$ cat src/rtl/lsp_pkg.sv
// ----------------------------------------------------------------------------
// lsp_pkg
// Shared types and constants of the line sensor position tracker.
// ----------------------------------------------------------------------------
package lsp_pkg;

	localparam int NUM_SENSORS = 8;
	localparam int IDX_W       = 3;
	localparam int ACT_W       = 4;
	localparam int SAMPLE_W    = 10;
	localparam int RES_W       = 12;
	localparam int CALFR_W     = 8;
	localparam int POS_W       = 15;
	localparam int TOTAL_W     = 30;
	localparam int WEIGHT_W    = 15;
	localparam int DIV_NUM_W   = 30;
	localparam int DIV_DEN_W   = 15;
	localparam int DIV_CNT_W   = 5;
	localparam int CFG_IDX_W   = 2;
	localparam int CFG_DATA_W  = 12;

	localparam logic [RES_W-1:0] ON_LINE_LEVEL = RES_W'(70);
	localparam logic [RES_W-1:0] NOISE_LEVEL   = RES_W'(50);

	localparam logic [ACT_W-1:0]   ACT_RESET   = ACT_W'(8);
	localparam logic [RES_W-1:0]   RES_RESET   = RES_W'(1000);
	localparam logic [CALFR_W-1:0] CALFR_RESET = CALFR_W'(16);

	localparam logic OP_CALIBRATE = 1'b1;
	localparam logic KIND_POSITION = 1'b0;
	localparam logic KIND_CALIBRATE = 1'b1;

	typedef enum logic [CFG_IDX_W-1:0] {
		CFG_ACTIVE_SENSORS = 2'd0,
		CFG_RESOLUTION     = 2'd1,
		CFG_INVERTED       = 2'd2,
		CFG_CAL_FRAMES     = 2'd3
	} cfg_idx_t;

	typedef enum logic [1:0] {
		DIV_NORM,
		DIV_RESCALE,
		DIV_CENTROID
	} div_sel_t;

	typedef struct packed {
		logic     latch;
		logic     cal_fold;
		logic     cal_commit;
		logic     load_cal;
		logic     pos_start;
		logic     norm_wr;
		logic     scale_wr;
		logic     acc;
		logic     div_start;
		div_sel_t div_sel;
		logic     fin_off;
		logic     fin_wr;
		logic     load_pos;
	} cmd_t;

	typedef struct packed {
		logic is_end;
		logic is_cal;
		logic gather_full;
		logic cnt_last;
		logic n_zero;
		logic r_zero;
		logic div_done;
		logic offline;
	} status_t;

endpackage

$ cat src/rtl/lsp_div.sv
// ----------------------------------------------------------------------------
// lsp_div
// Restoring unsigned divider, one quotient bit per cycle.
// ----------------------------------------------------------------------------
module lsp_div (
	input  logic                            clk,
	input  logic                            arst_n,
	input  logic                            start,
	input  logic [lsp_pkg::DIV_NUM_W-1:0]   num,
	input  logic [lsp_pkg::DIV_DEN_W-1:0]   den,
	output logic                            done,
	output logic [lsp_pkg::DIV_NUM_W-1:0]   quot
);

	logic [lsp_pkg::DIV_CNT_W-1:0] cnt_q;
	logic                          done_q;
	logic [lsp_pkg::DIV_DEN_W-1:0] rem_q;
	logic [lsp_pkg::DIV_NUM_W-1:0] quot_q;
	logic [lsp_pkg::DIV_DEN_W:0]   shifted;
	logic [lsp_pkg::DIV_DEN_W:0]   rem_next;
	logic                          ge;

	always_comb begin
		shifted  = {rem_q, quot_q[lsp_pkg::DIV_NUM_W-1]};
		ge       = shifted >= {1'b0, den};
		rem_next = ge ? shifted - {1'b0, den} : shifted;
	end

	always_ff @(posedge clk or negedge arst_n) begin
		if (!arst_n) begin
			cnt_q  <= '0;
			done_q <= 1'b0;
		end else begin
			done_q <= 1'b0;
			if (start) begin
				cnt_q <= lsp_pkg::DIV_CNT_W'(lsp_pkg::DIV_NUM_W);
			end else if (cnt_q != '0) begin
				cnt_q  <= cnt_q - 1'b1;
				done_q <= (cnt_q == lsp_pkg::DIV_CNT_W'(1));
			end
		end
	end

	// shift in one quotient bit per step
	always_ff @(posedge clk) begin
		if (start) begin
			rem_q  <= '0;
			quot_q <= num;
		end else if (cnt_q != '0) begin
			rem_q  <= rem_next[lsp_pkg::DIV_DEN_W-1:0];
			quot_q <= {quot_q[lsp_pkg::DIV_NUM_W-2:0], ge};
		end
	end

	assign done = done_q;
	assign quot = quot_q;

endmodule

$ cat src/rtl/lsp_datapath.sv
// ----------------------------------------------------------------------------
// lsp_datapath
// Configuration, sample and limit storage, normalize/centroid arithmetic.
// ----------------------------------------------------------------------------
module lsp_datapath (
	input  logic                             clk,
	input  logic                             arst_n,
	input  lsp_pkg::cmd_t                    cmd,
	output lsp_pkg::status_t                 st,
	input  logic                             cfg_valid,
	input  logic [lsp_pkg::CFG_IDX_W-1:0]    cfg_index,
	input  logic [lsp_pkg::CFG_DATA_W-1:0]   cfg_data,
	input  logic                             operation,
	input  logic [lsp_pkg::IDX_W-1:0]        sensor_index,
	input  logic [lsp_pkg::SAMPLE_W-1:0]     sensor_value,
	output logic                             result_kind,
	output logic [lsp_pkg::POS_W-1:0]        line_position,
	output logic                             on_line,
	output logic                             calibration_done
);

	logic [lsp_pkg::ACT_W-1:0]   act_q;
	logic [lsp_pkg::RES_W-1:0]   res_q;
	logic                        inv_q;
	logic [lsp_pkg::CALFR_W-1:0] calfr_q;

	logic [lsp_pkg::SAMPLE_W-1:0] samples_q [lsp_pkg::NUM_SENSORS];
	logic [lsp_pkg::SAMPLE_W-1:0] byp       [lsp_pkg::NUM_SENSORS];
	logic [lsp_pkg::SAMPLE_W-1:0] cmin_q    [lsp_pkg::NUM_SENSORS];
	logic [lsp_pkg::SAMPLE_W-1:0] cmax_q    [lsp_pkg::NUM_SENSORS];
	logic [lsp_pkg::SAMPLE_W-1:0] gmin_q    [lsp_pkg::NUM_SENSORS];
	logic [lsp_pkg::SAMPLE_W-1:0] gmax_q    [lsp_pkg::NUM_SENSORS];
	logic [lsp_pkg::CALFR_W-1:0]  fg_q;
	logic [lsp_pkg::RES_W-1:0]    norm_q    [lsp_pkg::NUM_SENSORS];

	logic [lsp_pkg::IDX_W-1:0]    last_idx;
	logic [lsp_pkg::IDX_W-1:0]    cnt_q;
	logic [lsp_pkg::RES_W-1:0]    lo_q, hi_q, v_q;
	logic [lsp_pkg::POS_W-1:0]    pos_q, span_q, last_q, fpos_q;
	logic [lsp_pkg::TOTAL_W-1:0]  total_q;
	logic [lsp_pkg::WEIGHT_W-1:0] weight_q;
	logic                         seen_q, fon_q;

	logic [lsp_pkg::SAMPLE_W-1:0] n_v, n_a, n_b;
	logic [lsp_pkg::RES_W-1:0]    r_v, n_res, s_res;
	logic [lsp_pkg::DIV_NUM_W-1:0] n_num, r_num, div_num, quot;
	logic [lsp_pkg::DIV_DEN_W-1:0] n_den, r_den, div_den;
	logic                          n_zero, r_zero, div_done;

	// configuration registers
	always_ff @(posedge clk or negedge arst_n) begin
		if (!arst_n) begin
			act_q   <= lsp_pkg::ACT_RESET;
			res_q   <= lsp_pkg::RES_RESET;
			inv_q   <= 1'b0;
			calfr_q <= lsp_pkg::CALFR_RESET;
		end else if (cfg_valid) begin
			case (lsp_pkg::cfg_idx_t'(cfg_index))
				lsp_pkg::CFG_ACTIVE_SENSORS: act_q   <= cfg_data[lsp_pkg::ACT_W-1:0];
				lsp_pkg::CFG_RESOLUTION:     res_q   <= cfg_data[lsp_pkg::RES_W-1:0];
				lsp_pkg::CFG_INVERTED:       inv_q   <= cfg_data[0];
				lsp_pkg::CFG_CAL_FRAMES:     calfr_q <= cfg_data[lsp_pkg::CALFR_W-1:0];
				default: ;
			endcase
		end
	end

	// clamp the sensor count to 2..NUM_SENSORS
	always_comb begin
		if (act_q < lsp_pkg::ACT_W'(2))
			last_idx = lsp_pkg::IDX_W'(1);
		else if (act_q > lsp_pkg::ACT_W'(lsp_pkg::NUM_SENSORS))
			last_idx = lsp_pkg::IDX_W'(lsp_pkg::NUM_SENSORS - 1);
		else
			last_idx = lsp_pkg::IDX_W'(act_q - lsp_pkg::ACT_W'(1));
	end

	always_comb begin
		for (int i = 0; i < lsp_pkg::NUM_SENSORS; i++)
			byp[i] = (sensor_index == lsp_pkg::IDX_W'(i)) ? sensor_value : samples_q[i];
	end

	always_ff @(posedge clk) begin
		if (cmd.latch)
			samples_q[sensor_index] <= sensor_value;
	end

	// calibration gathering and commit
	always_ff @(posedge clk or negedge arst_n) begin
		if (!arst_n) begin
			for (int i = 0; i < lsp_pkg::NUM_SENSORS; i++) begin
				cmin_q[i] <= '1;
				cmax_q[i] <= '0;
				gmin_q[i] <= '1;
				gmax_q[i] <= '0;
			end
			fg_q <= '0;
		end else if (cmd.cal_fold) begin
			for (int i = 0; i < lsp_pkg::NUM_SENSORS; i++) begin
				if (lsp_pkg::IDX_W'(i) <= last_idx) begin
					if (byp[i] < gmin_q[i]) gmin_q[i] <= byp[i];
					if (byp[i] > gmax_q[i]) gmax_q[i] <= byp[i];
				end
			end
			fg_q <= fg_q + 1'b1;
		end else if (cmd.cal_commit) begin
			for (int i = 0; i < lsp_pkg::NUM_SENSORS; i++) begin
				if (lsp_pkg::IDX_W'(i) <= last_idx) begin
					cmin_q[i] <= gmin_q[i];
					cmax_q[i] <= gmax_q[i];
				end
				gmin_q[i] <= '1;
				gmax_q[i] <= '0;
			end
			fg_q <= '0;
		end
	end

	// normalize and rescale pass operands
	always_comb begin
		n_v    = samples_q[cnt_q];
		n_a    = (n_v < cmin_q[cnt_q]) ? n_v : cmin_q[cnt_q];
		n_b    = (n_v > cmax_q[cnt_q]) ? n_v : cmax_q[cnt_q];
		n_zero = (n_b == n_a);
		n_num  = lsp_pkg::DIV_NUM_W'(n_v - n_a) * lsp_pkg::DIV_NUM_W'(res_q);
		n_den  = lsp_pkg::DIV_DEN_W'(n_b - n_a);
		n_res  = n_zero ? '0 : quot[lsp_pkg::RES_W-1:0];
		r_v    = norm_q[cnt_q];
		r_zero = (hi_q <= lo_q);
		r_num  = lsp_pkg::DIV_NUM_W'(r_v - lo_q) * lsp_pkg::DIV_NUM_W'(res_q);
		r_den  = lsp_pkg::DIV_DEN_W'(hi_q - lo_q);
		s_res  = r_zero ? '0 : quot[lsp_pkg::RES_W-1:0];
	end

	always_comb begin
		case (cmd.div_sel)
			lsp_pkg::DIV_NORM: begin
				div_num = n_num;
				div_den = n_den;
			end
			lsp_pkg::DIV_RESCALE: begin
				div_num = r_num;
				div_den = r_den;
			end
			default: begin
				div_num = total_q;
				div_den = weight_q;
			end
		endcase
	end

	lsp_div u_div (
		.clk    (clk),
		.arst_n (arst_n),
		.start  (cmd.div_start),
		.num    (div_num),
		.den    (div_den),
		.done   (div_done),
		.quot   (quot)
	);

	always_ff @(posedge clk or negedge arst_n) begin
		if (!arst_n) begin
			cnt_q  <= '0;
			last_q <= '0;
		end else begin
			if (cmd.pos_start)
				cnt_q <= '0;
			else if (cmd.norm_wr || cmd.acc)
				cnt_q <= (cnt_q == last_idx) ? '0 : cnt_q + 1'b1;
			if (cmd.fin_wr)
				last_q <= quot[lsp_pkg::POS_W-1:0];
		end
	end

	always_ff @(posedge clk) begin
		if (cmd.pos_start) begin
			lo_q     <= res_q;
			hi_q     <= '0;
			pos_q    <= '0;
			total_q  <= '0;
			weight_q <= '0;
			seen_q   <= 1'b0;
		end
		if (cmd.norm_wr) begin
			norm_q[cnt_q] <= n_res;
			if (n_res < lo_q) lo_q <= n_res;
			if (n_res > hi_q) hi_q <= n_res;
		end
		if (cmd.scale_wr)
			v_q <= inv_q ? res_q - s_res : s_res;
		if (cmd.acc) begin
			if (v_q > lsp_pkg::NOISE_LEVEL) begin
				total_q  <= total_q + lsp_pkg::TOTAL_W'(v_q) * lsp_pkg::TOTAL_W'(pos_q);
				weight_q <= weight_q + lsp_pkg::WEIGHT_W'(v_q);
			end
			if (v_q > lsp_pkg::ON_LINE_LEVEL)
				seen_q <= 1'b1;
			pos_q <= pos_q + lsp_pkg::POS_W'(res_q);
			if (cnt_q == last_idx)
				span_q <= pos_q;
		end
		if (cmd.fin_off) begin
			fpos_q <= (last_q < (span_q >> 1)) ? '0 : span_q;
			fon_q  <= 1'b0;
		end
		if (cmd.fin_wr) begin
			fpos_q <= quot[lsp_pkg::POS_W-1:0];
			fon_q  <= 1'b1;
		end
		if (cmd.load_cal) begin
			result_kind      <= lsp_pkg::KIND_CALIBRATE;
			line_position    <= '0;
			on_line          <= 1'b0;
			calibration_done <= st.gather_full;
		end
		if (cmd.load_pos) begin
			result_kind      <= lsp_pkg::KIND_POSITION;
			line_position    <= fpos_q;
			on_line          <= fon_q;
			calibration_done <= 1'b0;
		end
	end

	always_comb begin
		st.is_end      = (sensor_index == last_idx);
		st.is_cal      = (operation == lsp_pkg::OP_CALIBRATE);
		st.gather_full = !(fg_q < calfr_q);
		st.cnt_last    = (cnt_q == last_idx);
		st.n_zero      = n_zero;
		st.r_zero      = r_zero;
		st.div_done    = div_done;
		st.offline     = !seen_q || (weight_q == '0);
	end

endmodule

$ cat src/rtl/lsp_ctrl.sv
// ----------------------------------------------------------------------------
// lsp_ctrl
// Frame sequencer: handshakes and the normalize/rescale/centroid passes.
// ----------------------------------------------------------------------------
module lsp_ctrl (
	input  logic              clk,
	input  logic              arst_n,
	input  logic              in_valid,
	output logic              in_stall,
	output logic              out_valid,
	input  logic              out_stall,
	input  lsp_pkg::status_t  st,
	output lsp_pkg::cmd_t     cmd
);

	typedef enum logic [3:0] {
		ST_IDLE, ST_N_ISSUE, ST_N_WAIT, ST_R_ISSUE, ST_R_WAIT,
		ST_ACC, ST_F_ISSUE, ST_F_WAIT, ST_DONE
	} state_t;

	state_t state_q, state_d;
	logic   out_valid_q;
	logic   out_free, accept;

	assign out_free = !out_valid_q || !out_stall;
	assign in_stall = (state_q != ST_IDLE) || (st.is_end && st.is_cal && !out_free);
	assign accept   = in_valid && !in_stall;

	always_comb begin
		cmd         = '0;
		cmd.div_sel = lsp_pkg::DIV_NORM;
		state_d     = state_q;
		cmd.latch   = accept;
		case (state_q)
			ST_IDLE: begin
				if (accept && st.is_end) begin
					if (st.is_cal) begin
						cmd.load_cal   = 1'b1;
						cmd.cal_commit = st.gather_full;
						cmd.cal_fold   = !st.gather_full;
					end else begin
						cmd.pos_start = 1'b1;
						state_d       = ST_N_ISSUE;
					end
				end
			end
			ST_N_ISSUE: begin
				if (st.n_zero) begin
					cmd.norm_wr = 1'b1;
					if (st.cnt_last) state_d = ST_R_ISSUE;
				end else begin
					cmd.div_start = 1'b1;
					state_d       = ST_N_WAIT;
				end
			end
			ST_N_WAIT: begin
				if (st.div_done) begin
					cmd.norm_wr = 1'b1;
					state_d     = st.cnt_last ? ST_R_ISSUE : ST_N_ISSUE;
				end
			end
			ST_R_ISSUE: begin
				cmd.div_sel = lsp_pkg::DIV_RESCALE;
				if (st.r_zero) begin
					cmd.scale_wr = 1'b1;
					state_d      = ST_ACC;
				end else begin
					cmd.div_start = 1'b1;
					state_d       = ST_R_WAIT;
				end
			end
			ST_R_WAIT: begin
				cmd.div_sel = lsp_pkg::DIV_RESCALE;
				if (st.div_done) begin
					cmd.scale_wr = 1'b1;
					state_d      = ST_ACC;
				end
			end
			ST_ACC: begin
				cmd.acc = 1'b1;
				state_d = st.cnt_last ? ST_F_ISSUE : ST_R_ISSUE;
			end
			ST_F_ISSUE: begin
				cmd.div_sel = lsp_pkg::DIV_CENTROID;
				if (st.offline) begin
					cmd.fin_off = 1'b1;
					state_d     = ST_DONE;
				end else begin
					cmd.div_start = 1'b1;
					state_d       = ST_F_WAIT;
				end
			end
			ST_F_WAIT: begin
				cmd.div_sel = lsp_pkg::DIV_CENTROID;
				if (st.div_done) begin
					cmd.fin_wr = 1'b1;
					state_d    = ST_DONE;
				end
			end
			ST_DONE: begin
				if (out_free) begin
					cmd.load_pos = 1'b1;
					state_d      = ST_IDLE;
				end
			end
			default: state_d = ST_IDLE;
		endcase
	end

	always_ff @(posedge clk or negedge arst_n) begin
		if (!arst_n) begin
			state_q     <= ST_IDLE;
			out_valid_q <= 1'b0;
		end else begin
			state_q <= state_d;
			if (cmd.load_cal || cmd.load_pos)
				out_valid_q <= 1'b1;
			else if (!out_stall)
				out_valid_q <= 1'b0;
		end
	end

	assign out_valid = out_valid_q;

	a_start_waits: assert property (@(posedge clk) disable iff (!arst_n)
		cmd.div_start |=> (state_q == ST_N_WAIT || state_q == ST_R_WAIT ||
			state_q == ST_F_WAIT))
		else $error("divider started outside an issue step");

	a_done_in_wait: assert property (@(posedge clk) disable iff (!arst_n)
		st.div_done |-> (state_q == ST_N_WAIT || state_q == ST_R_WAIT ||
			state_q == ST_F_WAIT))
		else $error("divider finished while no pass waits on it");

	a_word_source: assert property (@(posedge clk) disable iff (!arst_n)
		$rose(out_valid_q) |-> $past(cmd.load_cal || cmd.load_pos))
		else $error("result word raised without a load");

endmodule

$ cat src/rtl/line_sensor_position_tracker_core.sv
// ----------------------------------------------------------------------------
// line_sensor_position_tracker_core
// Per-sensor readings in, one calibration or position result per frame out.
// ----------------------------------------------------------------------------
//  channel  handshake           payload
//  in       in_valid/in_stall   operation, sensor_index, sensor_value
//  out      out_valid/out_stall result_kind, line_position, on_line,
//                               calibration_done
//  cfg      cfg_valid/cfg_ready cfg_index, cfg_data
//
//  A word that does not end a frame is taken whenever the core is idle; a
//  calibration frame end also waits for a free result register. A position
//  frame end runs three passes on one shared 30-bit divider, for n sensors:
//  up to n normalize divisions, up to n rescale divisions plus an accumulate
//  step per sensor, then at most one centroid division; input stalls meanwhile.
//  Reset clears limits, gathering count and last position; no clearing pass.
//  While a result waits in its register, only a calibration frame end stalls.
// ----------------------------------------------------------------------------
module line_sensor_position_tracker_core (
	input  logic                             clk,
	input  logic                             arst_n,
	input  logic                             cfg_valid,
	output logic                             cfg_ready,
	input  logic [lsp_pkg::CFG_IDX_W-1:0]    cfg_index,
	input  logic [lsp_pkg::CFG_DATA_W-1:0]   cfg_data,
	input  logic                             in_valid,
	output logic                             in_stall,
	input  logic                             operation,
	input  logic [lsp_pkg::IDX_W-1:0]        sensor_index,
	input  logic [lsp_pkg::SAMPLE_W-1:0]     sensor_value,
	output logic                             out_valid,
	input  logic                             out_stall,
	output logic                             result_kind,
	output logic [lsp_pkg::POS_W-1:0]        line_position,
	output logic                             on_line,
	output logic                             calibration_done
);

	lsp_pkg::cmd_t    cmd;
	lsp_pkg::status_t st;

	// configuration is to be written only while idle; the block does not enforce this, so always take it
	assign cfg_ready = 1'b1;

	// sequencer: handshakes and pass order
	lsp_ctrl u_ctrl (
		.clk       (clk),
		.arst_n    (arst_n),
		.in_valid  (in_valid),
		.in_stall  (in_stall),
		.out_valid (out_valid),
		.out_stall (out_stall),
		.st        (st),
		.cmd       (cmd)
	);

	// storage and arithmetic
	lsp_datapath u_dp (
		.clk              (clk),
		.arst_n           (arst_n),
		.cmd              (cmd),
		.st               (st),
		.cfg_valid        (cfg_valid),
		.cfg_index        (cfg_index),
		.cfg_data         (cfg_data),
		.operation        (operation),
		.sensor_index     (sensor_index),
		.sensor_value     (sensor_value),
		.result_kind      (result_kind),
		.line_position    (line_position),
		.on_line          (on_line),
		.calibration_done (calibration_done)
	);

endmodule
$ cat config.mk
export PLATFORM = sky130hd
export DESIGN_NAME = line_sensor_position_tracker_core
export DESIGN_NICKNAME = d
export VERILOG_FILES = /design/src/rtl/lsp_pkg.sv /design/src/rtl/lsp_div.sv /design/src/rtl/lsp_datapath.sv /design/src/rtl/lsp_ctrl.sv /design/src/rtl/line_sensor_position_tracker_core.sv
export SDC_FILE = /design/constraint.sdc
export NUM_CORES = 2
export LEC_CHECK = 0
export BUFFER_PORTS_ARGS = -buffer_cell sky130_fd_sc_hd__buf_2
export CAP_MARGIN = 20
export CELL_PAD_IN_SITES_DETAIL_PLACEMENT = 0
export CELL_PAD_IN_SITES_GLOBAL_PLACEMENT = 1
export CORE_MARGIN = 2
export CORE_UTILIZATION = 50
export CTS_BUF_LIST = sky130_fd_sc_hd__clkbuf_4
export DETAILED_ROUTE_END_ITERATION = 16
export PLACE_DENSITY = 0.77
export SETUP_SLACK_MARGIN = 0.3
export SYNTH_ARGS = -nofsm -noshare
export SYNTH_HDL_FRONTEND = slang
export SYNTH_SLANG_ARGS = --single-unit
$ cat constraint.sdc
create_clock -name clk -period 15.4 [get_ports clk]
set_input_delay 2.31 -clock clk [delete_from_list [all_inputs] [get_ports clk]]
set_output_delay 2.31 -clock clk [all_outputs]
set_load 0.02 [all_outputs]
==> run summary <==
Crit-path max FO = 50
Unrepaired setup endpoints after global routing = false
Routed wire length = 190,800 um
CTS tree = yes
Met2 WL = 79,060 um
Die Y = 349.9 um
Mapped Avg Cell Area = 9.899 sq um
Starting Density = 0.5052
Worst VDD drop = 248.2 uV
DP Area = 61,890 sq um
# Post-CTS Setup Buffers = 0
Die width = 349.9 um
Max Buffers Root-to-Sink = 3
Top routing layer used = met5
Total gr overflow = 0
Asr flop ratio synth = 0.5100
Placement Rows = 126
Met3 routed WL = 18,900 um
Worst Hold Class = reg2reg
Final Critical Period = 13,090 ps
Yosys warns = 0
Fillers = 10,710
Critical path startpoint category = flop
Post-synth top area cell = fa_1
Root Buffer = clkbuf_4
Tot GR Track Use = 0.3166
Area of the multi-input gates = 35,570 sq um
Post-Syn Area = 59,820 sq um
Fmax achieved = 76.38 MHz
Synth unique cells = 103
Slew Limit Headroom = 0.2475
Max-slew violation count = 0
Critical path class = reg2reg
Routability cong. = 0.9833
Initial antenna violation count = 18
P per Cell Area = 102.4 nW/um^2
Wire length per cell = 24.07 um
Number of synthesized flops with an enable pin = 279
Hold Fails Final Rpt = 0
Syn_nets = 7,007
Placeable Area = 118,400 sq um
Post-synth top cells = 872 x inv_1, 652 x nand2_1, 473 x ha_1
Sequential area share after synthesis = 0.3328
Met1 WL = 88,470 um
Final setup viols = 0
Pleak = 29.24 nW
Critical Path Slowest Stage Cell = dfrtp_2
DRT antenna net count = 0
Fin crit share = 0.8501
Clock Sinks = 749
Ranking of synthesized cells by area = fa_1 15%, edfxtp_1 14%, ha_1 9.9%, dfrtp_1 9.0%, dfstp_2 7.4%
Global-route wire length before repair = 290,000 um
Later-pin clock latency in the skew report = 1220 ps
PortBufs = 52
Cell with the most instances after synthesis = inv_1
Outcome = complete, no violations
Cells after Synth = 6,043
Total CTS buffers = 210
Total number of vias = 46,830
CTS H-tree depth = 4
Number of max-cap violations = 0
Cts hold-fix bufs = 0
WP data required = 16,300 ps
Area growth from synthesis to layout = 8.373%
Arr. time, crit path = 13,990 ps
Most used DFF post-synth = edfxtp_1
Register Area = 19,910 sq um
Crit. End Element = flop
Slew @ Worst Pin = 1100 ps
Vias in the first global route = 46,080
Clk slew on worst S/H paths = 70 ps
Crit path top cell by count = inv_1
Cell family with most CP delay = adder cells
Share of cells above drive strength 1 = 0.1548
# DRC = 0
Die area = 122,400 sq um
Yosys reg bits = 749
Post-CTS resize count = 0
1st-iter DRT viols = 4,441
CP bufs+invs = 5
Area share of the largest cell type after synthesis = 0.1533
Final Cell Area = 64,830 sq um
IO Count = 54
Post-Route Setup TNS = 0 ps
Crit-path max cell delay = 1080 ps
Final-stage net count = 7,094
Hpwl dp = 145,700 um
Drt pass-1 iters = 6
Vias per std cell = 5.907
Largest net degree at the start of global routing = 77
Layout Skew = 106.0 ps
==> report_power, final <==
| part | total, W | switching (W) | leakage, nW | internal (W) |
|---|---|---|---|---|
| registers | 0.00210 | 0.0000280 | 7.20 | 0.00208 |
| logic | 0.00258 | 0.00156 | 20.4 | 0.00102 |
| clock network | 0.00195 | 0.000963 | 1.68 | 0.000992 |
==> worst paths after layout <==
| path | cells after the start | slack, ps | startpoint | endpoint |
|---|---|---|---|---|
| max in group asynchronous | 3 | 12110 | arst_n | u_dp.last_q[7]$_DFFE_PN0P_ |
| min reg2reg | 2 | 440 | u_dp.calibration_done$_SDFFE_PP0P_ | u_dp.calibration_done$_SDFFE_PP0P_ |
| max reg2reg | 39 | 2310 | u_dp.cnt_q[1]$_DFFE_PN0P_ | u_dp.u_div.quot[26]$_DFFE_PP_ |
| max | 39 | 2310 | u_dp.cnt_q[1]$_DFFE_PN0P_ | u_dp.u_div.quot[26]$_DFFE_PP_ |
| min in group asynchronous | 1 | 1050 | arst_n | u_dp.cmax_q[43]$_DFFE_PN0P_ |
| min | 2 | 440 | u_dp.calibration_done$_SDFFE_PP0P_ | u_dp.calibration_done$_SDFFE_PP0P_ |
==> final cells by class <==
class | count | area share
Multi-Input combinational cell | 4121 | 0.5488
Sequential cell | 749 | 0.3071
Inverter | 878 | 0.05084
Clock buffer | 305 | 0.03532
Tap cell | 1600 | 0.03088
Timing Repair Buffer | 170 | 0.01820
Clock inverter | 94 | 0.008473
Antenna cell | 10 | 0.0003860
==> metrics by stage <==
| step | instances | hold slack (ps) | utilization | setup WS, ps | power (W) |
|---|---|---|---|---|---|
| after floorplan | 6043 | 415.4 | - | 4555 | 0.004044 |
| after global placement | 7505 | 428.0 | 0.5224 | 2311 | 0.004691 |
| after detailed placement | 7509 | 435.3 | 0.5227 | 2411 | 0.004715 |
| after CTS | 7908 | 444.9 | 0.5467 | 2427 | 0.006690 |
| after global routing | 7926 | 449.5 | 0.5475 | 1416 | 0.007135 |
| final | 7927 | 443.4 | 0.5475 | 2308 | 0.006638 |
==> sequential cells by signal, indices dropped and copies added (netlist names), 30 cells and up <==
name             count
u_dp.norm_q         96
u_dp.cmax_q         80
u_dp.cmin_q         80
u_dp.gmax_q         80
u_dp.gmin_q         80
u_dp.samples_q      80
u_dp.total_q        30
u_dp.u_div.quot     30
==> worst min-delay path, cell delays in order (launching register included) <==
cell and delay, ps:
dfxtp_1 310, nand2_1 50, nand2_1 40
==> cells by family (layout without fill, tap and decap cells) <==
logic type      count (synthesis)  in the layout  synth area share
simple gates                 1528           1528            0.1223
compound gates               1193           1193            0.1348
buf+inv                      1173           1447           0.07507
fa+ha+maj                     936            936            0.2531
flops                         749            749            0.3328
mux                           331            331           0.06216
xor+xnor                      132            132           0.01964
other cells                     1             11        0.00006269
==> routing by layer <==
layer | vias to the layer above | GRT usage
li1 | 21040 | -
met1 | 23580 | 0.4779
met2 | 1915 | 0.4519
met3 | 287 | 0.07846
met4 | 8 | 0.08067
met5 | - | 0
==> placed cells by master (no fill, tap or decap), types with 56 or more instances in the layout <==
cell type	netlist	final
inv_1	872	872
nand2_1	652	652
ha_1	473	473
fa_1	458	458
clkbuf_4	0	305
o21ai_0	281	280
edfxtp_1	279	279
dfrtp_1	214	212
mux2_2	207	207
nor2_1	197	196
a21oi_1	184	181
dfstp_2	168	168
and2_1	145	145
a22oi_1	114	114
mux2i_1	111	111
buf_4	4	109
nor3_1	110	106
nand3_1	107	106
a21o_1	95	95
dfxtp_1	88	88
xnor2_1	84	84
o31ai_1	64	64
a31oi_1	64	62
clkinv_1	2	59
nand4_1	56	56
No activity file was read; power rests on OpenSTA's default activity.
